## src/hdl/rmm_pkg.sv

```systemverilog
`default_nettype none
// ----------------------------------------------------------------------------
// rmm_pkg: shared types and constants for the rolling midpoint min/max block
// Item formats, the command passed from front to back, and size constants.
// ----------------------------------------------------------------------------
package rmm_pkg;

    localparam int SAMPLE_W    = 32;
    localparam int SUM_W       = 33;
    localparam int INDEX_W     = 32;
    localparam int WLEN_W      = 11;
    localparam int WLEN_RESET  = 14;
    localparam int MAX_WINDOW  = 1024;
    localparam int ADDR_W      = $clog2(MAX_WINDOW);
    localparam int QUEUE_DEPTH = 4;
    localparam int QPTR_W      = $clog2(QUEUE_DEPTH);
    localparam int QCNT_W      = $clog2(QUEUE_DEPTH + 1);

    typedef struct packed {
        logic signed [SAMPLE_W-1:0] sample;
        logic                       first_of_series;
        logic                       last_of_series;
    } in_item_t;

    typedef struct packed {
        logic signed [SUM_W-1:0] extreme_sum;
        logic [INDEX_W-1:0]      output_index;
    } out_item_t;

    // One classified sample, queued for the back end
    typedef struct packed {
        logic                       block_end;
        logic                       emit;
        logic [ADDR_W-1:0]          addr;
        logic signed [SAMPLE_W-1:0] sample;
        logic signed [SAMPLE_W-1:0] pmax;
        logic signed [SAMPLE_W-1:0] pmin;
        logic [INDEX_W-1:0]         index;
    } cmd_t;

    typedef struct packed {
        logic in_pass;
        logic pop;
    } bk_status_t;

    typedef enum logic [1:0] {
        BK_RUN,
        BK_PASS,
        BK_DONE
    } bk_state_t;

endpackage
`default_nettype wire

```

## src/hdl/rmm_cmd_queue.sv

```systemverilog
`default_nettype none
// ----------------------------------------------------------------------------
// rmm_cmd_queue: command queue between front and back
// Small register FIFO that lets the front keep taking samples during a pass.
// ----------------------------------------------------------------------------
module rmm_cmd_queue
    import rmm_pkg::*;
(
    input  logic              clk,
    input  logic              rst_n,
    input  logic              push_valid,
    output logic              push_ready,
    input  cmd_t              push_data,
    output logic              pop_valid,
    input  logic              pop_ready,
    output cmd_t              pop_data,
    output logic [QCNT_W-1:0] count
);

    cmd_t              entry_reg [QUEUE_DEPTH];
    logic [QPTR_W-1:0] wr_ptr_reg, wr_ptr_next;
    logic [QPTR_W-1:0] rd_ptr_reg, rd_ptr_next;
    logic [QCNT_W-1:0] cnt_reg, cnt_next;
    logic              push, pop;

    assign push_ready = (cnt_reg != QCNT_W'(QUEUE_DEPTH));
    assign pop_valid  = (cnt_reg != '0);
    assign pop_data   = entry_reg[rd_ptr_reg];
    assign count      = cnt_reg;
    assign push       = push_valid && push_ready;
    assign pop        = pop_valid && pop_ready;

    always_comb
    begin
        wr_ptr_next = wr_ptr_reg;
        rd_ptr_next = rd_ptr_reg;
        if (push)
            wr_ptr_next = (wr_ptr_reg == QPTR_W'(QUEUE_DEPTH - 1)) ? '0 : wr_ptr_reg + 1'b1;
        if (pop)
            rd_ptr_next = (rd_ptr_reg == QPTR_W'(QUEUE_DEPTH - 1)) ? '0 : rd_ptr_reg + 1'b1;
        cnt_next = cnt_reg;
        if (push && !pop)
            cnt_next = cnt_reg + 1'b1;
        else if (pop && !push)
            cnt_next = cnt_reg - 1'b1;
    end

    always_ff @(posedge clk or negedge rst_n)
    begin
        if (!rst_n)
        begin
            wr_ptr_reg <= '0;
            rd_ptr_reg <= '0;
            cnt_reg    <= '0;
        end
        else
        begin
            wr_ptr_reg <= wr_ptr_next;
            rd_ptr_reg <= rd_ptr_next;
            cnt_reg    <= cnt_next;
        end
    end

    always_ff @(posedge clk)
    begin
        if (push)
            entry_reg[wr_ptr_reg] <= push_data;
    end

endmodule
`default_nettype wire

```

## config.mk

```make
export PLATFORM = sky130hd
export DESIGN_NAME = rmm_cmd_queue
export DESIGN_NICKNAME = d
export VERILOG_FILES = /design/src/hdl/rmm_pkg.sv /design/src/hdl/rmm_cmd_queue.sv
export SDC_FILE = /design/constraint.sdc
export NUM_CORES = 1
export LEC_CHECK = 0
export BUFFER_PORTS_ARGS = -buffer_cell sky130_fd_sc_hd__buf_2
export CAP_MARGIN = 25
export CORE_ASPECT_RATIO = 1.25
export CORE_MARGIN = 1.5
export CORE_UTILIZATION = 60
export DETAILED_ROUTE_END_ITERATION = 10
export MAX_ROUTING_LAYER = met4
export PLACE_DENSITY_LB_ADDON = 0.3
export SYNTH_ARGS = -nofsm -noshare
export SYNTH_HDL_FRONTEND = slang
export SYNTH_SLANG_ARGS = --single-unit
```

## constraint.sdc

```tcl
create_clock -name clk -period 13.8 [get_ports clk]
set_input_delay 2.07 -clock clk [delete_from_list [all_inputs] [get_ports clk]]
set_output_delay 2.07 -clock clk [all_outputs]
set_load 0.02 [all_outputs]
```

== After elaboration in Yosys (flattened, before gate mapping) ==
Memory sizes are Yosys's and may differ from the RTL's.
Index checks and enable logic that the tools add are counted.

* Bits in writable memories: 560
* Bits in registers: 7
* Bits of input ports: 144
* Memories: 1
* Output and inout bits: 145
* Latch bits: 0
* Memory bits (read-only): 0
* Word-level logic and storage cells: 25

{| class="wikitable"
|+ Memory list
! name !! words !! bits a word !! rd ports !! clocked after Yosys merged registers in !! write ports !! RTL line !! source
|-
| entry_reg || 4 || 140 || 1 || 0 || 1 || rmm_cmd_queue.sv:20 || <nowiki>cmd_t entry_reg [QUEUE_DEPTH];</nowiki>
|}

* Eq/ne operators: 3
* Add/sub/neg operators: 4
* Magnitude comparators: 0
* Div/mod/pow operators: 0
* $mul: 0
* Reductions and logical operators: 8
* Muxes and demuxes: 6
* Shift-type cells: 0
* Bitwise operators: 0

{| class="wikitable"
|+ Operator list
! cell !! count
|-
| $mux 3 || 2
|-
| $add 2x1->2 const B || 2
|-
| $eq 2x2->1 const B || 2
|-
| $logic_and 1x1->1 || 4
|-
| $mux 2 || 2
|-
| $add 3x1->3 const B || 1
|-
| $ne 3x3->1 const B || 1
|-
| $reduce_bool 3->1 || 1
|-
| $sub 3x1->3 const B || 1
|-
| $logic_not 1->1 || 2
|-
| $mux 1 || 2
|-
| $reduce_bool 2->1 || 1
|}

== Longest topological paths before layout ==
Gate-level depths: netlist of run 1.

* Word-level depth: 6
* Mapped depth: 8
* Mapped depth without buffers: 8

== Worst setup path after synthesis of run 1 ==
No wires, ideal clock.

* Kind: in2reg
* From: in push_valid
* To: mem entry_reg[0][0] (netlist bit), enable pin
* Setup slack: 7606 ps
* Stages on the path: 2
* Setup time: 516 ps
* Data arrival time: 5678 ps
* Data required time: 13284 ps
* Buffers on the path: 0
* Path through: a21boi_1 -> and2_1

* Longest elaborated chain between the ends: 3

{| class="wikitable"
|+ RTL lines
! item !! RTL line !! source
|-
| from (decl) || rmm_cmd_queue.sv:11 || <nowiki>input logic push_valid,</nowiki>
|-
| $logic_and 1x1->1 || rmm_cmd_queue.sv:30 || <nowiki>assign push = push_valid && push_ready;</nowiki>
|-
| $mux 1 || rmm_cmd_queue.sv:66 || <nowiki>if (push)</nowiki>
|-
| $mux 1 (implied by the code) || rmm_cmd_queue.sv:67 || <nowiki>entry_reg[wr_ptr_reg] <= push_data;</nowiki>
|-
| to (decl) || rmm_cmd_queue.sv:20 ||
|}

Every way passes these cells.

==> results of run 1 <==
==> where the power goes <==
group | internal (µW) | switching, µW
registers | 2280 | 120
logic | 677 | 1030
clock network | 798 | 572
==> per-layer routing <==
layer / wire length, µm / up-vias / share of wire [%]
met3: 2930 / 73 / 7.4
met5: 0 / - / 0
met4: 1080 / 0 / 2.7
met2: 20900 / 342 / 53
met1: 14800 / 4800 / 37
li1: - / 3985 / -
==> final cells by class <==
cell class	instances	area, µm²	area share, %
clock buffer	73	1400	5.80
clock inverter	22	221	0.917
timing repair buffer	302	1570	6.49
antenna	10	25.0	0.104
multi-input combinational	167	3400	14.1
tap	423	529	2.19
sequential	567	17000	70.4
inverter	3	11.3	0.0466
==> worst min-delay path by stage <==
stage,start,end,depth (start not counted)
6_report,count[2],count[2],1
5_1_grt,count[2],count[2],1
4_1_cts,count[2],count[2],1
3_5_place_dp,count[2],count[2],1
3_3_place_gp,count[2],count[2],1
2_1_floorplan,wr_ptr_reg[1],wr_ptr_reg[1],1
==> Yosys cell counts <==
cell	count
edfxtp_1	560
mux4_2	140
buf_2	17
buf_6	10
dfrtp_1	7
ha_1	6
clkbuf_1	5
mux2_2	5
and2_1	4
nor2_1	4
inv_1	3
nand2_1	2
xor2_1	2
a21boi_1	1
fa_1	1
or3_1	1
xnor2_1	1
==> worst max-delay path: stages (launching register included) <==
cell and delay (ns):
dfrtp_4 0.80, buf_4 0.62, buf_4 0.72, mux4_2 0.62
buf_2 0.18
==> logic make-up after synthesis <==
logic type               Yosys count  share of synthesized area (%)
AO/OA/AOI/OAI                      1                         0.0364
adder cells (fa/ha/maj)            7                          0.461
buffers and inverters             35                           1.10
flip-flops                       567                           82.4
multiplexers                     145                           15.6
AND/OR/NAND/NOR                   11                          0.261
XOR/XNOR                           3                          0.128
==> per-stage QoR <==
stage          worst slack (ns)  total power, µW  util [%]  hold slack [ns]  instances
6_report                   8.13             5480      71.7            0.544       1567
5_1_grt                    7.84             5690      71.7            0.570       1567
4_1_cts                    7.98             5530      71.5            0.544       1556
3_5_place_dp               8.59             4150      66.7            0.529       1461
3_3_place_gp               8.60             4120      66.7            0.524       1461
2_1_floorplan              7.61             3640         -            0.534        769
==> impl_metrics.py, run 1 <==
metrics = {
    "die": {
        "die_x_um": 169,
        "rows": 75,
        "ioPinCount": 289,
        "die_h_um": 210,
        "core_area_um2": 33700,
        "start_util_pct": 61.2,
        "dieArea_um2": 35500,
    },
    "critical_path": {
        "cp-start-kind": "flop",
        "r2r_cells": 5,
        "rrSetupSlack_ns": 10.24,
        "cp-startpoint": "rd_ptr_reg[0]",
        "cp-end-kind": "primary output",
        "crit_path_end": "pop_data[50]",
        "r2r-start": "count[0]",
        "r2r_end": "entry_reg[3][121]",
        "cp.required_ns": 11.73,
        "worstPathMaxFanout": 36,
        "worst_ep_arrival_time_ns": 3.60,
        "crit_type": "flop to primary output",
    },
    "sta": {
        "setup_viol": 0,
        "slew_viol_final": 0,
        "fin_tns_setup_ns": 0,
        "relSlewSlack_pct": 32.9,
        "post-route-period-util_pct": 41.1,
        "tightest_slew_ns": 1.01,
        "rsz0062_at_grt": "false",
        "min_period_ns": 5.67,
        "hold_viol_final": 0,
        "fin_skew_ns": 0.0120,
        "fmax_ghz": 0.176,
    },
    "global_route": {
        "grt.overflow.total": 0,
        "grt_use_total_pct": 23.3,
        "grt.met1_usage_pct": 28.6,
        "grt_pass1_vias": 9759,
        "use_met3_pct": 5.86,
        "antenna_found_initial": 10,
        "grt_max_degree": 66,
        "gr-usage-met2_pct": 38.6,
        "busiest_layer": "met2",
        "grt_first_pass_wirelength_um": 58600,
    },
    "clock_tree": {
        "ctsResizeCount": 0,
        "clkTransAtPathRegs_ns": 0.06,
        "clk_latency_ns": 0.56,
        "clock-sinks": 567,
        "cts_buffers": 52,
        "htreeDepth": 2,
        "ctsHoldBuffers": 0,
        "postCtsSetupRepairBufs": 0,
        "cts_root_buffer": "clkbuf_16",
        "cts_tree": "yes",
        "clk_path_buf_depth": 3,
    },
    "finish": {
        "fin_area_um2": 24200,
        "fillers": 1874,
        "fin_nets": 1244,
        "drive_gt1_share_pct": 45.6,
        "largest_reg_flops": 560,
        "final_cell_mix": "560 x edfxtp_1, 288 x buf_2, 140 x mux4_2, 53 x clkbuf_16, 20 x clkbuf_1",
        "final_common_cell": "edfxtp_1",
        "area_growth_pct": 17.2,
    },
    "placed_design": {
        "port_buffers": 288,
        "gp_congestion": 0.726,
        "place.detailed.hpwl_um": 23100,
        "dpl_cell_area_um2": 22500,
    },
    "logic_synthesis": {
        "synth_fp_nets": 920,
        "ys_seq_elements": 567,
        "synthTopCellsByArea": "edfxtp_1 82%, mux4_2 15%, dfrtp_1 0.85%, buf_6 0.55%, buf_2 0.41%",
        "synth_top_area_share_pct": 81.6,
        "ys_seq_area_share_pct": 82.4,
        "netlist_area_um2": 20600,
        "synth_cells": 769,
        "ys_warn_count": 0,
        "synth_area_per_cell_um2": 26.8,
        "yosys.area.top_type": "edfxtp_1",
        "yosysUniqueCellTypes": 17,
    },
    "routing": {
        "vias": 9200,
        "drt-initial-drc-count": 777,
        "viasPerCell": 5.87,
        "wl_per_cell_um": 25.3,
        "wl_um": 39700,
        "route.detailed.drc": 0,
        "dr.pass1.iters": 5,
        "antenna_left": 0,
    },
    "status": {
        "status": "finished clean",
    },
    "power_and_ir_drop": {
        "leakage_uw": 0.00822,
        "p_per_area_nw_per_um2": 227,
        "ir_worst_vdd_mv": 0.149,
    },
    "run": {
        "maxCapViolCount": 0,
    },
    "hold_path": {
        "hp-class": "flop to flop",
    },
}
Power figures use the tool's default switching activity.
==> run 2: changes to the inputs <==
--- a/config.mk
+++ b/config.mk
@@ -9,7 +9,7 @@
 export CAP_MARGIN = 25
 export CORE_ASPECT_RATIO = 1.25
 export CORE_MARGIN = 1.5
-export CORE_UTILIZATION = 60
+export CORE_UTILIZATION = 57
 export DETAILED_ROUTE_END_ITERATION = 10
 export MAX_ROUTING_LAYER = met4
 export PLACE_DENSITY_LB_ADDON = 0.3
==> constraint.sdc (replaced) <==
create_clock -name clk -period 5.59 [get_ports clk]
set_input_delay 0.8385 -clock clk [delete_from_list [all_inputs] [get_ports clk]]
set_output_delay 0.8385 -clock clk [all_outputs]
set_load 0.02 [all_outputs]
==> impl_metrics.py, run 2 (synthesized netlist as in run 1, its figures left out) <==
metrics = {
    "sta": {
        "tightest_slew_ns": 0.952,
        "fin_tns_setup_ns": 0,
        "setup_viol": 0,
        "fmax_ghz": 0.286,
        "fin_skew_ns": 0.0187,
        "post-route-period-util_pct": 62.6,
        "min_period_ns": 3.50,
        "rsz0062_at_grt": "false",
        "relSlewSlack_pct": 36.5,
        "slew_viol_final": 0,
        "hold_viol_final": 0,
    },
    "critical_path": {
        "r2r_cells": 4,
        "worstPathMaxFanout": 42,
        "r2r_end": "entry_reg[0][53]",
        "cp.required_ns": 4.75,
        "rrSetupSlack_ns": 2.73,
        "cp-end-kind": "primary output",
        "r2r-start": "count[0]",
        "worst_ep_arrival_time_ns": 2.66,
        "crit_type": "flop to primary output",
        "cp-start-kind": "flop",
    },
    "finish": {
        "seqCellArea_um2": 17000,
        "final_common_cell": "edfxtp_1",
        "multi_input_area_um2": 3400,
        "area_growth_pct": 17.4,
        "final_cell_mix": "560 x edfxtp_1, 288 x buf_2, 140 x mux4_2, 53 x clkbuf_16, 17 x clkbuf_1",
        "drive_gt1_share_pct": 45.6,
        "fillers": 2145,
        "fin_nets": 1242,
        "largest_reg_flops": 560,
        "final-instance-count-excl-fill": 1614,
    },
    "placed_design": {
        "gp_congestion": 0.733,
        "port_buffers": 288,
        "dp.cells": 1511,
        "place.detailed.hpwl_um": 22500,
    },
    "die": {
        "dieArea_um2": 37300,
        "rows": 77,
        "ioPinCount": 289,
        "start_util_pct": 58.0,
        "die_h_um": 216,
        "core_area_um2": 35600,
        "die_x_um": 173,
    },
    "routing": {
        "viasPerCell": 5.69,
        "drt-initial-drc-count": 616,
        "route.met3.wl_um": 2750,
        "wl_um": 37600,
        "wl_met1_um": 14500,
        "route.detailed.drc": 0,
        "antenna_left": 0,
        "maxUsedRoutingLayer": "met4",
        "wl_met2_um": 19300,
        "dr.pass1.iters": 4,
        "wl_per_cell_um": 23.3,
        "vias": 9181,
    },
    "clock_tree": {
        "clk_latency_ns": 0.57,
        "cts_tree": "yes",
        "postCtsSetupRepairBufs": 0,
        "cts_buffers": 52,
        "clkTransAtPathRegs_ns": 0.06,
        "htreeDepth": 2,
        "ctsHoldBuffers": 0,
        "clock-sinks": 567,
        "clk_path_buf_depth": 3,
        "cts_root_buffer": "clkbuf_16",
        "ctsResizeCount": 0,
    },
    "global_route": {
        "antenna_found_initial": 7,
        "grt_pass1_vias": 9758,
        "grt_max_degree": 78,
        "grt_use_total_pct": 21.4,
        "grt.overflow.total": 0,
        "grt_first_pass_wirelength_um": 57800,
    },
    "status": {
        "status": "finished clean",
    },
    "power_and_ir_drop": {
        "p_per_area_nw_per_um2": 552,
        "leakage_uw": 0.00820,
        "ir_worst_vdd_mv": 0.448,
    },
    "run": {
        "maxCapViolCount": 0,
    },
    "hold_path": {
        "hp-class": "primary input to async pin",
    },
}
==> run 2: cell count changes in the layout (fill, tap and decap cells not counted), sizes merged <==
cell | previous run | this run
inv | 3 | 5
bufinv | 5 | 2
diode | 10 | 9
clkbuf | 73 | 70
buf | 302 | 300
clkinv | 17 | 20
==> run 2: per-layer routing <==
layer / global-route usage (%) / vias up
li1: - / 3993
met3: 5.27 / 68
met5: - / -
met4: 8.03 / 0
met1: 26.9 / 4796
met2: 34.1 / 324
==> run 2: worst max-delay path, stage by stage, from the launching register on <==
cell     delay, ns
dfrtp_4       0.83
buf_4         0.57
mux4_2        0.43
buf_2         0.19
==> run 2: area by class of cell <==
| type | instances | share of cell area, % |
|---|---|---|
| sequential | 567 | 70.2 |
| multi-input combinational | 167 | 14.1 |
| timing repair buffer | 300 | 6.69 |
| clock buffer | 70 | 5.74 |
| tap | 474 | 2.45 |
| clock inverter | 24 | 0.672 |
| antenna | 9 | 0.0931 |
| inverter | 3 | 0.0465 |
==> run 2: how the worst max path moves through the flow <==
stage	start	to	slack, ns	cells after the start
final	rd_ptr_reg[1]	pop_data[38]	2.09	3
after global routing	rd_ptr_reg[0]	pop_data[28]	1.95	3
after CTS	rd_ptr_reg[1]	pop_data[38]	2.05	3
after detailed placement	push_valid	entry_reg[0][134]	2.28	4
after global placement	push_valid	entry_reg[0][134]	2.35	4
after floorplan	push_valid	entry_reg[0][0]	0.63	2
==> run 2: metrics by stage <==
| stage | total power (µW) | worst slack [ns] | instance area (µm²) | utilization, % | hold WS, ns |
|---|---|---|---|---|---|
| after floorplan | 8980 | 0.628 | 20600 | - | 0.534 |
| after global placement | 10200 | 2.35 | 22600 | 63.6 | 0.531 |
| after detailed placement | 10300 | 2.28 | 22600 | 63.6 | 0.540 |
| after CTS | 13500 | 2.05 | 24200 | 68.0 | 0.0890 |
| after global routing | 13900 | 1.95 | 24200 | 68.1 | 0.0967 |
| final | 13300 | 2.09 | 24200 | 68.1 | 0.113 |
==> run 2: power by group <==
part | internal, µW | switching, µW
registers | 5610 | 295
clock network | 1830 | 1420
logic | 1690 | 2500
==> run 3: changes to the inputs <==
--- a/config.mk
+++ b/config.mk
@@ -9,7 +9,7 @@
 export CAP_MARGIN = 25
 export CORE_ASPECT_RATIO = 1.25
 export CORE_MARGIN = 1.5
-export CORE_UTILIZATION = 57
+export CORE_UTILIZATION = 51
 export DETAILED_ROUTE_END_ITERATION = 10
 export MAX_ROUTING_LAYER = met4
 export PLACE_DENSITY_LB_ADDON = 0.3
==> constraint.sdc (replaced) <==
create_clock -name clk -period 3 [get_ports clk]
set_input_delay 0.45 -clock clk [delete_from_list [all_inputs] [get_ports clk]]
set_output_delay 0.45 -clock clk [all_outputs]
set_load 0.02 [all_outputs]
==> impl_metrics.py, run 3 (synthesized netlist as in run 1, its figures left out) <==
metrics = {
    "status": {
        "status": "finished clean",
    },
    "power_and_ir_drop": {
        "p_int_uw": 17200,
        "power.net_switching_uw": 7870,
        "p_per_area_nw_per_um2": 1030,
        "sw_frac_of_total_pct": 31.4,
        "seqPwrFrac_pct": 43.4,
        "p_comb_share_pct": 32.5,
        "ir_worst_vdd_mv": 0.726,
        "power.total_uw": 25100,
        "leakage_uw": 0.00828,
        "pwr-share-clk_pct": 24.1,
    },
    "critical_path": {
        "cp-end-kind": "primary output",
        "path_buf_inv": 2,
        "crit_type": "flop to primary output",
        "path_cells": "buf_12, mux4_2, buf_2",
        "crit_path_top_delay_cell": "dfrtp_4",
        "cp.required_ns": 2.55,
        "slowest_delay_ns": 0.61,
        "worstPathMaxFanout": 43,
        "path_delay_family": "flip-flops",
        "cp-start-kind": "flop",
        "worst_ep_arrival_time_ns": 2.34,
    },
    "routing": {
        "route.detailed.drc": 0,
        "drt-initial-drc-count": 567,
        "wl_um": 37700,
        "dr.pass1.iters": 4,
        "vias": 9127,
        "viasPerCell": 5.50,
        "wl_per_cell_um": 22.7,
        "antenna_left": 0,
    },
    "placed_design": {
        "place.detailed.hpwl_um": 22700,
        "gp_congestion": 0.707,
        "place_ws_ns": 0.726,
        "dp.cells": 1554,
        "port_buffers": 288,
    },
    "finish": {
        "final_common_cell": "edfxtp_1",
        "drive_gt1_share_pct": 45.8,
        "multi_input_area_um2": 3400,
        "area_growth_pct": 18.7,
        "fin_util_pct": 61.1,
        "largest_reg_flops": 560,
        "final_cell_mix": "560 x edfxtp_1, 288 x buf_2, 140 x mux4_2, 52 x clkbuf_16",
        "final-instance-count-excl-fill": 1658,
        "seqCellArea_um2": 17000,
        "fin_nets": 1255,
        "fillers": 2772,
    },
    "run": {
        "maxCapViolCount": 0,
    },
    "sta": {
        "tightest_slew_ns": 0.619,
        "hold_viol_final": 0,
        "slew_viol_final": 0,
        "relSlewSlack_pct": 58.6,
        "fin_skew_ns": 0.0143,
        "layout_setup_ws_ns": 0.207,
        "rsz0062_at_grt": "false",
        "setup_viol": 0,
        "post-route-period-util_pct": 93.1,
        "fmax_ghz": 0.358,
        "min_period_ns": 2.79,
    },
    "clock_tree": {
        "htreeDepth": 2,
        "clk_path_buf_depth": 3,
        "postCtsSetupRepairBufs": 0,
        "clock-sinks": 567,
        "clk_latency_ns": 0.56,
        "clkTransAtPathRegs_ns": 0.06,
        "cts_root_buffer": "clkbuf_16",
        "cts_buffers": 51,
        "ctsHoldBuffers": 1,
        "ctsResizeCount": 0,
        "cts_tree": "yes",
    },
    "global_route": {
        "grt_use_total_pct": 19.0,
        "antenna_found_initial": 13,
        "grt_pass1_vias": 9697,
        "grt.overflow.total": 0,
        "grt_first_pass_wirelength_um": 57100,
        "grt_max_degree": 73,
    },
    "hold_path": {
        "hp-class": "primary input to flop",
    },
    "die": {
        "rows": 82,
        "start_util_pct": 51.5,
        "ioPinCount": 289,
        "dieArea_um2": 41600,
        "die_h_um": 228,
        "core_area_um2": 40000,
        "die_x_um": 183,
    },
}
-- run 3: stage by stage --
stage                     hold WS [ns]  area [µm²]  TNS (ns)
after floorplan                  0.154       20600   -106.24
after global placement           0.296       22900         0
after detailed placement         0.297       22900         0
after CTS                       0.0629       24400         0
after global routing            0.0651       24500         0
final                           0.0971       24500         0
-- run 3: final timing paths --
| path | cells after the start | slack (ns) | end | from |
|---|---|---|---|---|
| max in group asynchronous | 2 | 2.56 | rd_ptr_reg[1] | rst_n |
| min in group asynchronous | 2 | 0.26 | rd_ptr_reg[0] | rst_n |
| worst min-delay path | 1 | 0.1 | entry_reg[3][125] | push_data[125] |
| worst min register to register | 1 | 0.55 | count[2] | count[2] |
| worst max register to register | 4 | 0.77 | entry_reg[2][69] | count[0] |
| worst max-delay path | 3 | 0.21 | pop_data[54] | rd_ptr_reg[0] |
-- run 3: layout make-up --
cell class | count | area share (%)
multi-input combinational | 167 | 13.9
sequential | 567 | 69.5
inverter | 3 | 0.0460
tap | 504 | 2.58
timing repair buffer | 314 | 7.52
antenna | 13 | 0.133
clock buffer | 68 | 5.57
clock inverter | 22 | 0.742
-- run 3: layer usage --
metal	global-route usage, %	vias to the layer above	part of all wire, %
met1	23.1	4787	39
met3	5.08	78	6.6
met5	-	-	0
met2	30.9	235	52
li1	-	4027	-
met4	6.71	0	3.2
-- run 3: power groups by stage --
| stage | logic [µW] | clock network, µW | registers [µW] |
|---|---|---|---|
| floorplan | 5660 | 0 | 10900 |
| global placement | 8360 | 0 | 11000 |
| detailed placement | 8350 | 0 | 11100 |
| CTS | 8380 | 6190 | 10900 |
| global route | 8700 | 6470 | 11000 |
| finish | 8150 | 6030 | 10900 |
-- run 3: worst register-to-register path, cell delays in order (launching register included) --
cell and delay (ns):
dfrtp_1 0.44, nor2_1 0.08, a21boi_1 0.52, and2_4 0.47, buf_12 0.33
