===== config.mk =====
export PLATFORM = sky130hd
export DESIGN_NAME = rmm_front
export DESIGN_NICKNAME = d
export VERILOG_FILES = /design/src/hdl/rmm_pkg.sv /design/src/hdl/rmm_front.sv
export SDC_FILE = /design/constraint.sdc
export NUM_CORES = 1
export LEC_CHECK = 0
export ABC_AREA = 1
export BUFFER_PORTS_ARGS = -buffer_cell sky130_fd_sc_hd__buf_2
export CORE_MARGIN = 2
export CORE_UTILIZATION = 59
export DETAILED_ROUTE_END_ITERATION = 10
export PLACE_DENSITY = 0.81
export RECOVER_POWER = 50
export SLEW_MARGIN = 30
export SYNTH_ARGS = -nofsm -noshare
export SYNTH_HDL_FRONTEND = slang
export SYNTH_SLANG_ARGS = --single-unit

===== constraint.sdc =====
create_clock -name clk -period 5.28 [get_ports clk]
set_clock_uncertainty 0.15 [all_clocks]
set_input_delay 0 -clock clk [delete_from_list [all_inputs] [get_ports clk]]
set_output_delay 0 -clock clk [all_outputs]
set_load 0.1 [all_outputs]

===== src/hdl/rmm_pkg.sv =====
`default_nettype none
// ----------------------------------------------------------------------------
// rmm_pkg: shared types and constants for the rolling midpoint min/max block
// Item formats, the command passed from front to back, and size constants.
// ----------------------------------------------------------------------------
package rmm_pkg;

    localparam int SAMPLE_W    = 32;
    localparam int SUM_W       = 33;
    localparam int INDEX_W     = 32;
    localparam int WLEN_W      = 11;
    localparam int WLEN_RESET  = 14;
    localparam int MAX_WINDOW  = 1024;
    localparam int ADDR_W      = $clog2(MAX_WINDOW);
    localparam int QUEUE_DEPTH = 4;
    localparam int QPTR_W      = $clog2(QUEUE_DEPTH);
    localparam int QCNT_W      = $clog2(QUEUE_DEPTH + 1);

    typedef struct packed {
        logic signed [SAMPLE_W-1:0] sample;
        logic                       first_of_series;
        logic                       last_of_series;
    } in_item_t;

    typedef struct packed {
        logic signed [SUM_W-1:0] extreme_sum;
        logic [INDEX_W-1:0]      output_index;
    } out_item_t;

    // One classified sample, queued for the back end
    typedef struct packed {
        logic                       block_end;
        logic                       emit;
        logic [ADDR_W-1:0]          addr;
        logic signed [SAMPLE_W-1:0] sample;
        logic signed [SAMPLE_W-1:0] pmax;
        logic signed [SAMPLE_W-1:0] pmin;
        logic [INDEX_W-1:0]         index;
    } cmd_t;

    typedef struct packed {
        logic in_pass;
        logic pop;
    } bk_status_t;

    typedef enum logic [1:0] {
        BK_RUN,
        BK_PASS,
        BK_DONE
    } bk_state_t;

endpackage
`default_nettype wire


===== src/hdl/rmm_front.sv =====
`default_nettype none
// ----------------------------------------------------------------------------
// rmm_front: sample intake and classification
// Tracks block position, fill and result counts and the running prefix
// extrema, and turns each sample into a command for the back end.
// ----------------------------------------------------------------------------
module rmm_front
    import rmm_pkg::*;
(
    input  logic              clk,
    input  logic              rst_n,
    input  logic              in_valid,
    output logic              in_ready,
    input  in_item_t          in_data,
    input  logic              cfg_valid,
    output logic              cfg_ready,
    input  logic [WLEN_W-1:0] cfg_data,
    output logic              cmd_valid,
    input  logic              cmd_ready,
    output cmd_t              cmd
);

    logic [WLEN_W-1:0]          wlen_reg, wlen_next;
    logic [ADDR_W-1:0]          bp_reg, bp_next;
    logic [WLEN_W-1:0]          fill_reg, fill_next;
    logic [INDEX_W-1:0]         rcnt_reg, rcnt_next;
    logic signed [SAMPLE_W-1:0] pmax_reg, pmax_next;
    logic signed [SAMPLE_W-1:0] pmin_reg, pmin_next;

    logic [WLEN_W-1:0]          p;
    logic [ADDR_W-1:0]          bp_c;
    logic [WLEN_W-1:0]          fill_c, fill_new;
    logic [INDEX_W-1:0]         rcnt_c;
    logic signed [SAMPLE_W-1:0] pmax_c, pmin_c, pmax_new, pmin_new, s;
    logic                       blk_end, emit, accept;

    assign in_ready  = cmd_ready;
    assign cmd_valid = in_valid;
    assign accept    = in_valid && cmd_ready;
    assign cfg_ready = 1'b1;

    always_comb
    begin
        p = wlen_reg;
        if (wlen_reg == '0)
            p = WLEN_W'(1);
        else if (wlen_reg > WLEN_W'(MAX_WINDOW))
            p = WLEN_W'(MAX_WINDOW);

        s      = in_data.sample;
        bp_c   = in_data.first_of_series ? '0 : bp_reg;
        fill_c = in_data.first_of_series ? '0 : fill_reg;
        rcnt_c = in_data.first_of_series ? '0 : rcnt_reg;
        pmax_c = in_data.first_of_series ? '0 : pmax_reg;
        pmin_c = in_data.first_of_series ? '0 : pmin_reg;
        if ({1'b0, bp_c} >= p)
            bp_c = '0;

        fill_new = (fill_c < p) ? fill_c + 1'b1 : fill_c;
        blk_end  = ({1'b0, bp_c} == p - 1'b1);

        if (bp_c == '0)
        begin
            pmax_new = s;
            pmin_new = s;
        end
        else
        begin
            pmax_new = (s > pmax_c) ? s : pmax_c;
            pmin_new = (s < pmin_c) ? s : pmin_c;
        end
        emit = blk_end || (fill_new >= p);

        cmd.block_end = blk_end;
        cmd.emit      = emit;
        cmd.addr      = bp_c;
        cmd.sample    = s;
        cmd.pmax      = pmax_new;
        cmd.pmin      = pmin_new;
        cmd.index     = rcnt_c;

        wlen_next = wlen_reg;
        bp_next   = bp_reg;
        fill_next = fill_reg;
        rcnt_next = rcnt_reg;
        pmax_next = pmax_reg;
        pmin_next = pmin_reg;

        if (cfg_valid)
        begin
            wlen_next = cfg_data;
            bp_next   = '0;
            fill_next = '0;
            rcnt_next = '0;
            pmax_next = '0;
            pmin_next = '0;
        end
        else if (accept)
        begin
            if (in_data.last_of_series)
            begin
                bp_next   = '0;
                fill_next = '0;
                rcnt_next = '0;
                pmax_next = '0;
                pmin_next = '0;
            end
            else
            begin
                bp_next   = blk_end ? '0 : bp_c + 1'b1;
                fill_next = fill_new;
                rcnt_next = (emit && rcnt_c != '1) ? rcnt_c + 1'b1 : rcnt_c;
                // a completing sample leaves the prefix alone
                pmax_next = blk_end ? pmax_c : pmax_new;
                pmin_next = blk_end ? pmin_c : pmin_new;
            end
        end
    end

    always_ff @(posedge clk or negedge rst_n)
    begin
        if (!rst_n)
        begin
            wlen_reg <= WLEN_W'(WLEN_RESET);
            bp_reg   <= '0;
            fill_reg <= '0;
            rcnt_reg <= '0;
            pmax_reg <= '0;
            pmin_reg <= '0;
        end
        else
        begin
            wlen_reg <= wlen_next;
            bp_reg   <= bp_next;
            fill_reg <= fill_next;
            rcnt_reg <= rcnt_next;
            pmax_reg <= pmax_next;
            pmin_reg <= pmin_next;
        end
    end

endmodule
`default_nettype wire


# Yosys cells after proc, flatten, opt, wreduce, memory -nomap -nowiden
# Index checks and enable logic that the tools add are counted.
# op_classes
reduce_logical,6
n_mux,32
order_cmp,6
addsub,4
eq_ne,2
# ops
op,count
2-to-1 mux 32 bit,19
2-to-1 mux 11 bit,7
2-to-1 mux 10 bit,6
adder 32 x 1 -> 32 bit (second input constant),1
> comparator 32 bit,1
less-than comparator 32 bit,1
inequality test 32 bit (second input constant),1
adder 11 x 1 -> 11 bit (second input constant),1
equality test 10 x 11 -> 1 bit,1
greater-or-equal comparator 10 x 11 -> 1 bit,1
greater-or-equal comparator 11 bit,1
> comparator 11 bit (second input constant),1
zero test 11 bit,1
less-than comparator 11 bit,1
subtractor 11 x 1 -> 11 bit (second input constant),1
adder 10 x 1 -> 10 bit (second input constant),1
zero test 10 bit,1
logical AND 1 bit,2
nonzero test 2 bit,1
logical OR 1 bit,1
# totals
out_inout_bits,143
register_bits,128
in_bits,50
word_cells,56

# Depth between registers and ports, before layout
# Gate-level depths: netlist of run 1.
# depth
ltp_word,12
ltp_mapped,33
mapped_depth_nobuf,29

# Least setup slack after synthesis of run 1
# Ideal clock, no wire load.
# synth_path
path_kind,register -> register
startpoint,register wlen_reg[6]
endpoint,register rcnt_reg[29]
period_less_slack_ns,4.828
path_slack_ns,0.452
t_required_ns,5.010
setup_ns,0.120
arrival_time_ns,4.558
path_stages_with_launch,25
path_buffers,3
path_cell_list,dfrtp_1 -> nor2_1 -> nand2_1 -> o21ai_2 -> buf_4 -> inv_1 -> nor2_1 -> inv_1 -> ha_1 -> nand2_1 -> nor2_1 -> nand3_1 -> nand4_1 -> nor2_1 -> inv_1 -> nand2_1 -> nand3_1 -> nor2_1 -> nand3_2 -> nand2_1 -> buf_6 -> buf_4 -> nand4_1 -> nand3_1 -> nand2_1
# synth_lines
item,line_no,rtl
start: declaration,rmm_front.sv:23,"logic [WLEN_W-1:0] wlen_reg, wlen_next;"
start signal: assignment,rmm_front.sv:124,wlen_reg <= WLEN_W'(WLEN_RESET);
start signal: assignment,rmm_front.sv:133,wlen_reg <= wlen_next;
end signal: assignment,rmm_front.sv:136,rcnt_reg <= rcnt_next;
end: declaration,rmm_front.sv:26,"logic [INDEX_W-1:0] rcnt_reg, rcnt_next;"

==> results.py, run 1 <==
metrics = {
    "place": {
        "hpwl_mm": 24.4,
        "finalWeightedCongestion": 0.959,
        "dp.cells": 2309,
        "port_buffers": 191,
    },
    "critical_path": {
        "slowest_stage": "buf_2",
        "critPathCaptureType": "output port",
        "cp_common_cell": "nand2_1",
        "start_kind": "flip-flop",
        "arrival_ns": 4.83,
        "critPathMaxFanout": 24,
        "rr_worst_depth": 30,
        "crit_type": "reg2out",
        "regToRegEndpoint": "rcnt_reg[17]",
        "critPathMaxStageDelay_ns": 0.44,
        "rrSetupSlack_ns": 0.48,
        "crit_required_ns": 5.13,
        "cp_cell_sequence": "nor2_1 > nand3_2 > o21ai_4 > buf_4 > nand2_1 > ha_1 > nand2_1 > nor2_1 > nand3_1 > inv_2 > nor2_4 > nand3_1 > ha_1 > nand4_1 > nand2_1 > buf_12 > nand2_1 > nand2_1 > inv_1 > buf_2",
        "crit-reg2reg-launch": "wlen_reg[5]",
    },
    "drt": {
        "vias_per_cell": 5.63,
        "wl_per_cell_um": 15.4,
        "ant_nets": 0,
        "routed_wl_mm": 37.0,
        "drc": 0,
        "num_vias": 13600,
        "dr.pass1.iters": 8,
        "drtIter0Drc": 1169,
    },
    "timing": {
        "setup_violations": 0,
        "timing.final.crit_share": 0.944,
        "finalSetupTns_ns": 0,
        "finalHoldViolations": 0,
        "max_freq_mhz": 201,
        "tightest_slew_ns": 4.39,
        "drv_slew": 76,
        "min_period_ns": 4.98,
        "slew_headroom": -1.93,
    },
    "worst_hold_path": {
        "worstHoldStart": "cfg_valid",
        "min_to": "rcnt_reg[14]",
        "hold_path_depth": 4,
        "hold_class": "in2reg",
    },
    "power_and_ir_drop": {
        "power_frac_clock": 0.355,
        "p_comb_frac": 0.341,
        "switchingPower_mw": 1.37,
        "intPower_mw": 2.02,
        "power_frac_seq": 0.303,
        "power_leakage_nw": 8.03,
        "swShare": 0.404,
        "power.density_nw_per_um2": 232,
        "irDropWorstVdd_mv": 0.212,
    },
    "final_layout": {
        "finalNonFillerCells": 2408,
        "syn_to_final_growth_pct": 21.3,
        "seq_area_sq_um": 3210,
        "antenna_cells": 0,
        "multi_input_area_sq_um": 7140,
        "filler_cell_count": 1678,
        "drive_above_1_share": 0.107,
        "nNetsFinal": 2274,
        "final_util": 0.727,
    },
    "status": {
        "status": "finished with violations",
        "violations": "capacitance limit, slew limit",
    },
    "synthesis": {
        "synth_top_area_frac": 0.260,
        "syn_inst": 1950,
        "yosysWarnings": 0,
        "syn_avg_cell_area_sq_um": 6.18,
        "ys_types": 39,
        "syn-num-nets": 2099,
        "ys_seq_elements": 128,
        "seq_area_frac_synth": 0.266,
        "netlist_area_sq_um": 12000,
        "synth_largest_area_cell": "dfrtp_1",
        "synth.area.top_cells": "dfrtp_1, nand2_1, ha_1",
    },
    "clock_network": {
        "ctsLongestPathBuffers": 2,
        "cts_tree": "done",
        "root_buffer": "clkbuf_16",
        "clkTransAtPathRegs_ns": 0.07,
        "cts-buffers-inserted": 17,
        "clock_latency_ns": 0.44,
        "htreeDepth": 4,
        "clock_sinks": 128,
    },
    "global_routing": {
        "grt_max_degree": 76,
        "grt_pass1_vias": 12800,
        "grt_first_pass_wirelength_mm": 59.8,
        "grt-ovfl-total": 0,
        "antenna_found_initial": 0,
        "grt.total_usage": 0.336,
    },
    "floorplanning": {
        "rows": 52,
        "die-area_sq_um": 21600,
        "io_pins": 193,
        "fp.dieW_um": 147,
        "core-area_sq_um": 20100,
        "floorplan.initialDensity": 0.599,
        "die_h_um": 147,
    },
    "flow_run": {
        "max_cap_violations": 1,
    },
}
-- how the worst max path moves through the flow --
| stage | startpoint | endpoint | slack, ns |
|---|---|---|---|
| floorplan | wlen_reg[6] | rcnt_reg[29] | 0.45 |
| global placement | wlen_reg[6] | rcnt_reg[0] | 0.48 |
| detailed placement | wlen_reg[6] | rcnt_reg[9] | 0.30 |
| CTS | wlen_reg[6] | cmd[138] | 0.10 |
| global route | wlen_reg[4] | cmd[138] | -0.0008 |
| finish | wlen_reg[5] | cmd[94] | 0.30 |
-- layer usage --
metal	GRT usage	wire length [um]
met5	0	0
met4	0.145	1090
met3	0.0516	2870
met2	0.583	18200
met1	0.416	14900
-- stage by stage --
| step | power, mW | setup WS (ns) | hold WS (ns) | instance area (sq um) |
|---|---|---|---|---|
| floorplan | 1.86 | 0.452 | -0.446 | 12000 |
| global placement | 2.11 | 0.480 | -0.0691 | 13400 |
| detailed placement | 2.13 | 0.300 | -0.0614 | 13400 |
| CTS | 3.36 | 0.105 | 0.0540 | 14600 |
| global route | 3.53 | -0.000774 | 0.150 | 14600 |
| finish | 3.40 | 0.297 | 0.105 | 14600 |
-- power groups by stage --
stage	Sequential [mW]	Clock, mW	Combinational (mW)
2_1_floorplan	1.04	0	0.815
3_3_place_gp	1.04	0	1.07
3_5_place_dp	1.05	0	1.08
4_1_cts	1.03	1.21	1.12
5_1_grt	1.03	1.26	1.24
6_report	1.03	1.21	1.16
-- cell usage after synthesis, drive strengths merged --
cell type    n
nand2      729
inv        275
nand3      207
nor2       130
dfrtp      125
ha          99
nand4       91
buf         89
a21oi       47
clkbuf      37
o21ai       37
o22ai       17
nor3        15
xor2        14
mux2         7
nor4         7
clkinv       3
dfstp        3
nand3b       3
o21a         3
o31ai        3
a211oi       2
a21boi       1
a21o         1
a31o         1
conb         1
o211ai       1
o221a        1
o221ai       1
-- critical path: cells and delay by family, from the launching register on --
family,cells,cell delay [ns]
AND/OR/NAND/NOR,12,2.05
adder cells (fa/ha/maj),2,0.59
flip-flops,1,0.42
AO/OA/AOI/OAI,1,0.23
buffers and inverters,5,1.07
-- cells by family (layout without fill, tap and decap cells) --
kind of cell | Yosys count | after routing | synth area share
AO/OA/AOI/OAI | 115 | 116 | 0.0533
AND/OR/NAND/NOR | 1182 | 1182 | 0.416
multiplexers | 7 | 7 | 0.00654
flip-flops | 128 | 128 | 0.266
other | 1 | 1 | 0.000311
adder cells (fa/ha/maj) | 99 | 99 | 0.103
buffers and inverters | 404 | 591 | 0.144
XOR/XNOR | 14 | 14 | 0.0102
-- placed cells by master, fill, tap and decap left out, types with 4 or more instances in the layout --
cell and count:
a21oi_1 47, buf_12 37, buf_2 95, buf_4 24
clkbuf_1 61, clkbuf_16 19, clkinv_4 4, clkinvlp_4 4
dfrtp_1 125, dlygate4sd3_1 61, ha_1 99, inv_1 269
inv_2 6, mux2_2 7, nand2_1 726, nand3_1 203
nand3_2 4, nand4_1 91, nor2_1 120, nor2_2 8
nor3_1 14, nor4_1 7, o21ai_0 33, o22ai_1 17
xor2_1 14
-- timing repair --
action                     in CTS  in global routing
resized for setup               0                  5
buffers inserted                0                  3
setup endpoints to repair       0                 96
hold endpoints to repair      170                  0
hold buffers                   61                  0
-- area by class of cell --
cell class,count,area share
Tap cell,270,0.0231
Clock inverter,15,0.0109
Timing Repair Buffer,281,0.157
Inverter,278,0.0717
Sequential cell,128,0.220
Multi-Input combinational cell,1419,0.489
Clock buffer,17,0.0291
Power figures use the tool's default switching activity.
==> run 2, diff against run 1 <==
--- a/config.mk
+++ b/config.mk
@@ -10,7 +10,7 @@
 export CORE_MARGIN = 2
 export CORE_UTILIZATION = 59
 export DETAILED_ROUTE_END_ITERATION = 10
-export PLACE_DENSITY = 0.81
+export PLACE_DENSITY = 0.83
 export RECOVER_POWER = 50
 export SLEW_MARGIN = 30
 export SYNTH_ARGS = -nofsm -noshare
==> constraint.sdc (replaced) <==
create_clock -name clk -period 5.28 [get_ports clk]
set_clock_uncertainty 0.15 [all_clocks]
set_input_delay 0 -clock clk [delete_from_list [all_inputs] [get_ports clk]]
set_output_delay 0 -clock clk [all_outputs]
set_load 0.01 [all_outputs]
==> results.py, run 2 (synthesis gave the netlist of run 1 again) <==
metrics = {
    "power_and_ir_drop": {
        "power.density_nw_per_um2": 217,
        "irDropWorstVdd_mv": 0.248,
        "power_leakage_nw": 7.89,
    },
    "drt": {
        "routedLengthMet1_mm": 14.7,
        "dr.pass1.iters": 5,
        "wl_met2_mm": 17.8,
        "highest_layer": "met4",
        "num_vias": 13500,
        "drtIter0Drc": 1349,
        "drc": 0,
        "vias_per_cell": 5.61,
        "routed_wl_mm": 36.3,
        "ant_nets": 0,
        "wl_per_cell_um": 15.1,
        "routed-wl-met3_mm": 2.68,
    },
    "place": {
        "dp.cells": 2318,
        "port_buffers": 191,
        "pre_cts_slack_ns": 0.483,
        "hpwl_mm": 24.5,
        "finalWeightedCongestion": 0.936,
        "placed_area_sq_um": 12900,
    },
    "status": {
        "violations": "capacitance limit, slew limit",
        "status": "finished with violations",
    },
    "critical_path": {
        "start_kind": "flip-flop",
        "crit_buf_inv": 4,
        "critPathCaptureType": "output port",
        "path_delay_family": "compound AO/OA/AOI/OAI gates",
        "crit_required_ns": 5.13,
        "arrival_ns": 4.75,
        "critPathMaxFanout": 33,
        "crit_type": "reg2out",
        "cp_cell_sequence": "nor2_1 > nand2_1 > o21ai_4 > nand2_1 > ha_1 > a21oi_1 > nor2_1 > a211oi_1 > o221a_2 > nand2_2 > nor2_1 > xor2_1 > inv_1 > ha_1 > inv_1 > o31ai_1 > a21boi_0 > o21ai_0 > nand3_1 > a21oi_1 > nor3_1 > nand2_2 > buf_12 > buf_2",
        "slowest_stage": "dfrtp_1",
        "critPathMaxStageDelay_ns": 0.40,
        "cp_common_cell": "nor2_1",
    },
    "clock_network": {
        "clkTransAtPathRegs_ns": 0.06,
        "ctsLongestPathBuffers": 2,
        "htreeDepth": 4,
        "cts_tree": "done",
        "cts-buffers-inserted": 17,
        "root_buffer": "clkbuf_16",
        "clock_sinks": 128,
        "clock_latency_ns": 0.43,
    },
    "final_layout": {
        "final_util": 0.705,
        "filler_cell_count": 1725,
        "stdcell_area_sq_um": 14200,
        "final_common_cell": "nand2_1",
        "nNetsFinal": 2280,
        "drive_above_1_share": 0.106,
        "syn_to_final_growth_pct": 17.6,
        "antenna_cells": 0,
        "finalNonFillerCells": 2413,
        "final_cell_mix": "nand2_1, inv_1, nand3_1, buf_2, dfrtp_1",
    },
    "flow_run": {
        "max_cap_violations": 2,
    },
    "timing": {
        "slew_headroom": -0.633,
        "timing.final.crit_share": 0.927,
        "setup_violations": 0,
        "worst_slack_ns": 0.383,
        "drv_slew": 131,
        "tightest_slew_ns": 2.45,
        "finalHoldViolations": 0,
        "min_period_ns": 4.90,
        "max_freq_mhz": 204,
    },
    "floorplanning": {
        "die_h_um": 147,
        "floorplan.initialDensity": 0.599,
        "die-area_sq_um": 21600,
        "core-area_sq_um": 20100,
        "io_pins": 193,
        "fp.dieW_um": 147,
        "rows": 52,
    },
    "worst_hold_path": {
        "hold_class": "in2reg",
    },
    "global_routing": {
        "grt_first_pass_wirelength_mm": 59.3,
        "grt_max_degree": 92,
        "antenna_found_initial": 0,
        "grt.total_usage": 0.333,
        "grt-ovfl-total": 0,
        "grt_pass1_vias": 12800,
    },
}
[run 2: changes by cell type in the layout (fill, tap and decap cells not counted), sizes merged]
cell      delta
bufinv       +3
clkinvlp     -1
buf          +6
o21ai        -1
clkbuf       +3
clkinv       -5
[run 2: tightest hold or removal path, delay by kind of cell]
family	cells	cell delay, ns
and+or+nand+nor	3	0.22
buffers and inverters	2	0.35
[run 2: per-stage QoR]
stage / hold slack [ns] / total power, mW / setup TNS [ns]
floorplan: -0.446 / 1.48 / 0
global placement: 0.0107 / 1.67 / 0
detailed placement: 0.0137 / 1.69 / 0
CTS: 0.0387 / 3.06 / 0
global route: 0.0718 / 3.21 / -0.00579
finish: 0.0421 / 3.08 / 0
[run 2: final cells by class]
class / count / area [sq um] / area share
Clock buffer: 19 / 453 / 0.0320
Clock inverter: 12 / 205 / 0.0145
Inverter: 278 / 1050 / 0.0739
Multi-Input combinational cell: 1418 / 7120 / 0.502
Sequential cell: 128 / 3210 / 0.226
Tap cell: 270 / 338 / 0.0238
Timing Repair Buffer: 288 / 1800 / 0.127
[run 2: final timing paths]
kind,start,to,slack [ns],cells past startpoint
max in group asynchronous,rst_n,rcnt_reg[8],1.19,3
hold reg to reg,pmin_reg[21],pmin_reg[21],0.33,2
hold / removal,in_data[0],rcnt_reg[14],0.04,5
setup reg to reg,wlen_reg[8],rcnt_reg[19],0.51,26
setup / recovery,wlen_reg[8],cmd[138],0.38,24
min in group asynchronous,rst_n,pmin_reg[19],0.65,2
[run 2: repair_timing]
item	CTS	global route
hold buffers	61	0
resized for setup	0	3
endpoints found under the hold margin	184	0
setup buffers	0	2
endpoints found under the setup margin	0	19
[run 2: per-layer routing]
layer	global-route usage	vias up
met5	0	-
met4	0.133	0
met3	0.0497	113
met2	0.585	639
met1	0.411	6232
li1	-	6543
[run 2: power breakdown]
part	switching [mW]	leakage (nW)	internal (mW)
sequential	0.0205	1.75	1.01
clock	0.476	0.316	0.865
combinational	0.454	5.82	0.252
total	0.950	7.89	2.12
==> run 3, diff against run 2 <==
--- a/config.mk
+++ b/config.mk
@@ -8,9 +8,9 @@
 export ABC_AREA = 1
 export BUFFER_PORTS_ARGS = -buffer_cell sky130_fd_sc_hd__buf_2
 export CORE_MARGIN = 2
-export CORE_UTILIZATION = 59
+export CORE_UTILIZATION = 63
 export DETAILED_ROUTE_END_ITERATION = 10
-export PLACE_DENSITY = 0.83
+export PLACE_DENSITY = 0.88
 export RECOVER_POWER = 50
 export SLEW_MARGIN = 30
 export SYNTH_ARGS = -nofsm -noshare
==> constraint.sdc (replaced) <==
create_clock -name clk -period 5.74 [get_ports clk]
set_clock_uncertainty 0.15 [all_clocks]
set_input_delay 0 -clock clk [delete_from_list [all_inputs] [get_ports clk]]
set_output_delay 0 -clock clk [all_outputs]
set_load 0.01 [all_outputs]
==> results.py, run 3 (synthesis gave the netlist of run 1 again) <==
metrics = {
    "clock_network": {
        "cts_tree": "done",
        "ctsLongestPathBuffers": 2,
        "clkTransAtPathRegs_ns": 0.06,
        "clock_latency_ns": 0.43,
        "root_buffer": "clkbuf_16",
        "clock_sinks": 128,
        "htreeDepth": 4,
        "cts-buffers-inserted": 17,
    },
    "critical_path": {
        "critPathCaptureType": "output port",
        "rr_worst_depth": 30,
        "crit-reg2reg-launch": "wlen_reg[0]",
        "crit_required_ns": 5.59,
        "arrival_ns": 5.29,
        "regToRegEndpoint": "rcnt_reg[11]",
        "crit_type": "in2out",
        "rrSetupSlack_ns": 0.35,
        "critPathMaxFanout": 35,
        "start_kind": "input port",
    },
    "floorplanning": {
        "rows": 50,
        "die_h_um": 142,
        "io_pins": 193,
        "fp.dieW_um": 142,
        "core-area_sq_um": 18700,
        "floorplan.initialDensity": 0.644,
        "die-area_sq_um": 20200,
    },
    "final_layout": {
        "final_common_cell": "nand2_1",
        "final_cell_mix": "nand2_1, inv_1, nand3_1, buf_2, dfrtp_1",
        "syn_to_final_growth_pct": 16.2,
        "nNetsFinal": 2276,
        "filler_cell_count": 1547,
        "antenna_cells": 0,
        "drive_above_1_share": 0.102,
    },
    "global_routing": {
        "grt_max_degree": 90,
        "grt_use_met3": 0.0582,
        "met2_usage": 0.605,
        "met1_usage": 0.448,
        "antenna_found_initial": 0,
        "top_usage_layer": "met2",
        "grt_first_pass_wirelength_mm": 59.3,
        "grt_pass1_vias": 12700,
        "grt-ovfl-total": 0,
        "grt.total_usage": 0.355,
    },
    "timing": {
        "rsz0062_at_grt": "no",
        "finalHoldViolations": 0,
        "setup_violations": 0,
        "drv_slew": 131,
        "min_period_ns": 5.44,
        "timing.hold.ws_ns": 0.00389,
        "timing.final.crit_share": 0.948,
        "max_freq_mhz": 184,
        "tightest_slew_ns": 3.76,
        "finalSetupTns_ns": 0,
        "slew_headroom": -1.51,
    },
    "drt": {
        "routed_wl_mm": 36.5,
        "num_vias": 13700,
        "drtIter0Drc": 1384,
        "dr.pass1.iters": 6,
        "drc": 0,
        "ant_nets": 0,
        "vias_per_cell": 5.78,
        "wl_per_cell_um": 15.4,
    },
    "power_and_ir_drop": {
        "irDropWorstVdd_mv": 0.210,
        "power.density_nw_per_um2": 185,
        "power_leakage_nw": 7.82,
    },
    "worst_hold_path": {
        "worstHoldStart": "cfg_valid",
        "hold_class": "in2reg",
        "min_to": "rcnt_reg[7]",
        "hold_path_depth": 4,
    },
    "flow_run": {
        "max_cap_violations": 2,
    },
    "place": {
        "hpwl_mm": 24.2,
        "finalWeightedCongestion": 0.987,
        "port_buffers": 191,
    },
    "status": {
        "violations": "capacitance limit, slew limit",
        "status": "finished with violations",
    },
}
run 3: changes by cell type in the layout (fill, tap and decap cells not counted), sizes merged:
cell,before,now
bufinv,5,0
clkinv,4,13
o21ai,37,38
inv,278,275
dlygate4sd3,61,65
clkbuf,84,88
clkinvlp,3,2
buf,162,150
run 3: critical path, cell delays in order:
cell and delay [ns]:
clkbuf_1 0.84, inv_1 1.00, buf_4 0.53, nand2_1 0.18, ha_1 0.29, a21oi_1 0.14, o21ai_0 0.12, a21oi_1 0.14
o21ai_0 0.16, nand2_1 0.14, nand3_1 0.55, nand3_1 0.37, buf_4 0.36, nand2_1 0.09, nand2_1 0.10, inv_1 0.09
buf_2 0.15
run 3: cell type report:
class	instances	area [sq um]	area share
clock buffers	20	447	0.0319
repair buffers	283	1790	0.128
flip-flops and latches	128	3210	0.229
multi-input cells	1419	7140	0.510
inverters	278	1050	0.0748
well taps	234	293	0.0209
clock inverters	12	70.1	0.00501
run 3: stage by stage:
step                      instance area, sq um   util  instances  setup slack, ns  total power [mW]
final                                    14000  0.748       2374            0.297              2.59
after detailed placement                 12800  0.685       2272            0.659              1.54
after floorplan                          12000      -       1950             1.49              1.36
after CTS                                14000  0.747       2369            0.130              2.56
after global placement                   12800  0.685       2272            0.783              1.53
after global routing                     14000  0.748       2374           0.0233              2.70
run 3: power by group:
group,switching (mW),internal [mW]
Combinational,0.420,0.232
Sequential,0.0202,0.928
Clock,0.433,0.556
run 3: worst max path at each step:
stage,from,end,slack [ns]
final,in_data[1],cmd[62],0.30
after global routing,wlen_reg[0],rcnt_reg[11],0.02
after CTS,wlen_reg[6],rcnt_reg[15],0.13
after detailed placement,wlen_reg[6],rcnt_reg[13],0.66
after global placement,wlen_reg[6],rcnt_reg[0],0.78
after floorplan,wlen_reg[6],rcnt_reg[6],1.49
run 3: routing by layer:
layer | routed length (um) | vias to the layer above
li1 | - | 6548
met1 | 14600 | 6275
met2 | 17600 | 805
met3 | 3330 | 89
met4 | 846 | 0
met5 | 0 | -
run 3: timing repair:
action / 4_1_cts / 5_1_grt
buffers inserted: 0 / 2
setup endpoints to repair: 0 / 5
hold buffers: 65 / 0
endpoints found under the hold margin: 159 / 0
gates resized for setup: 0 / 8
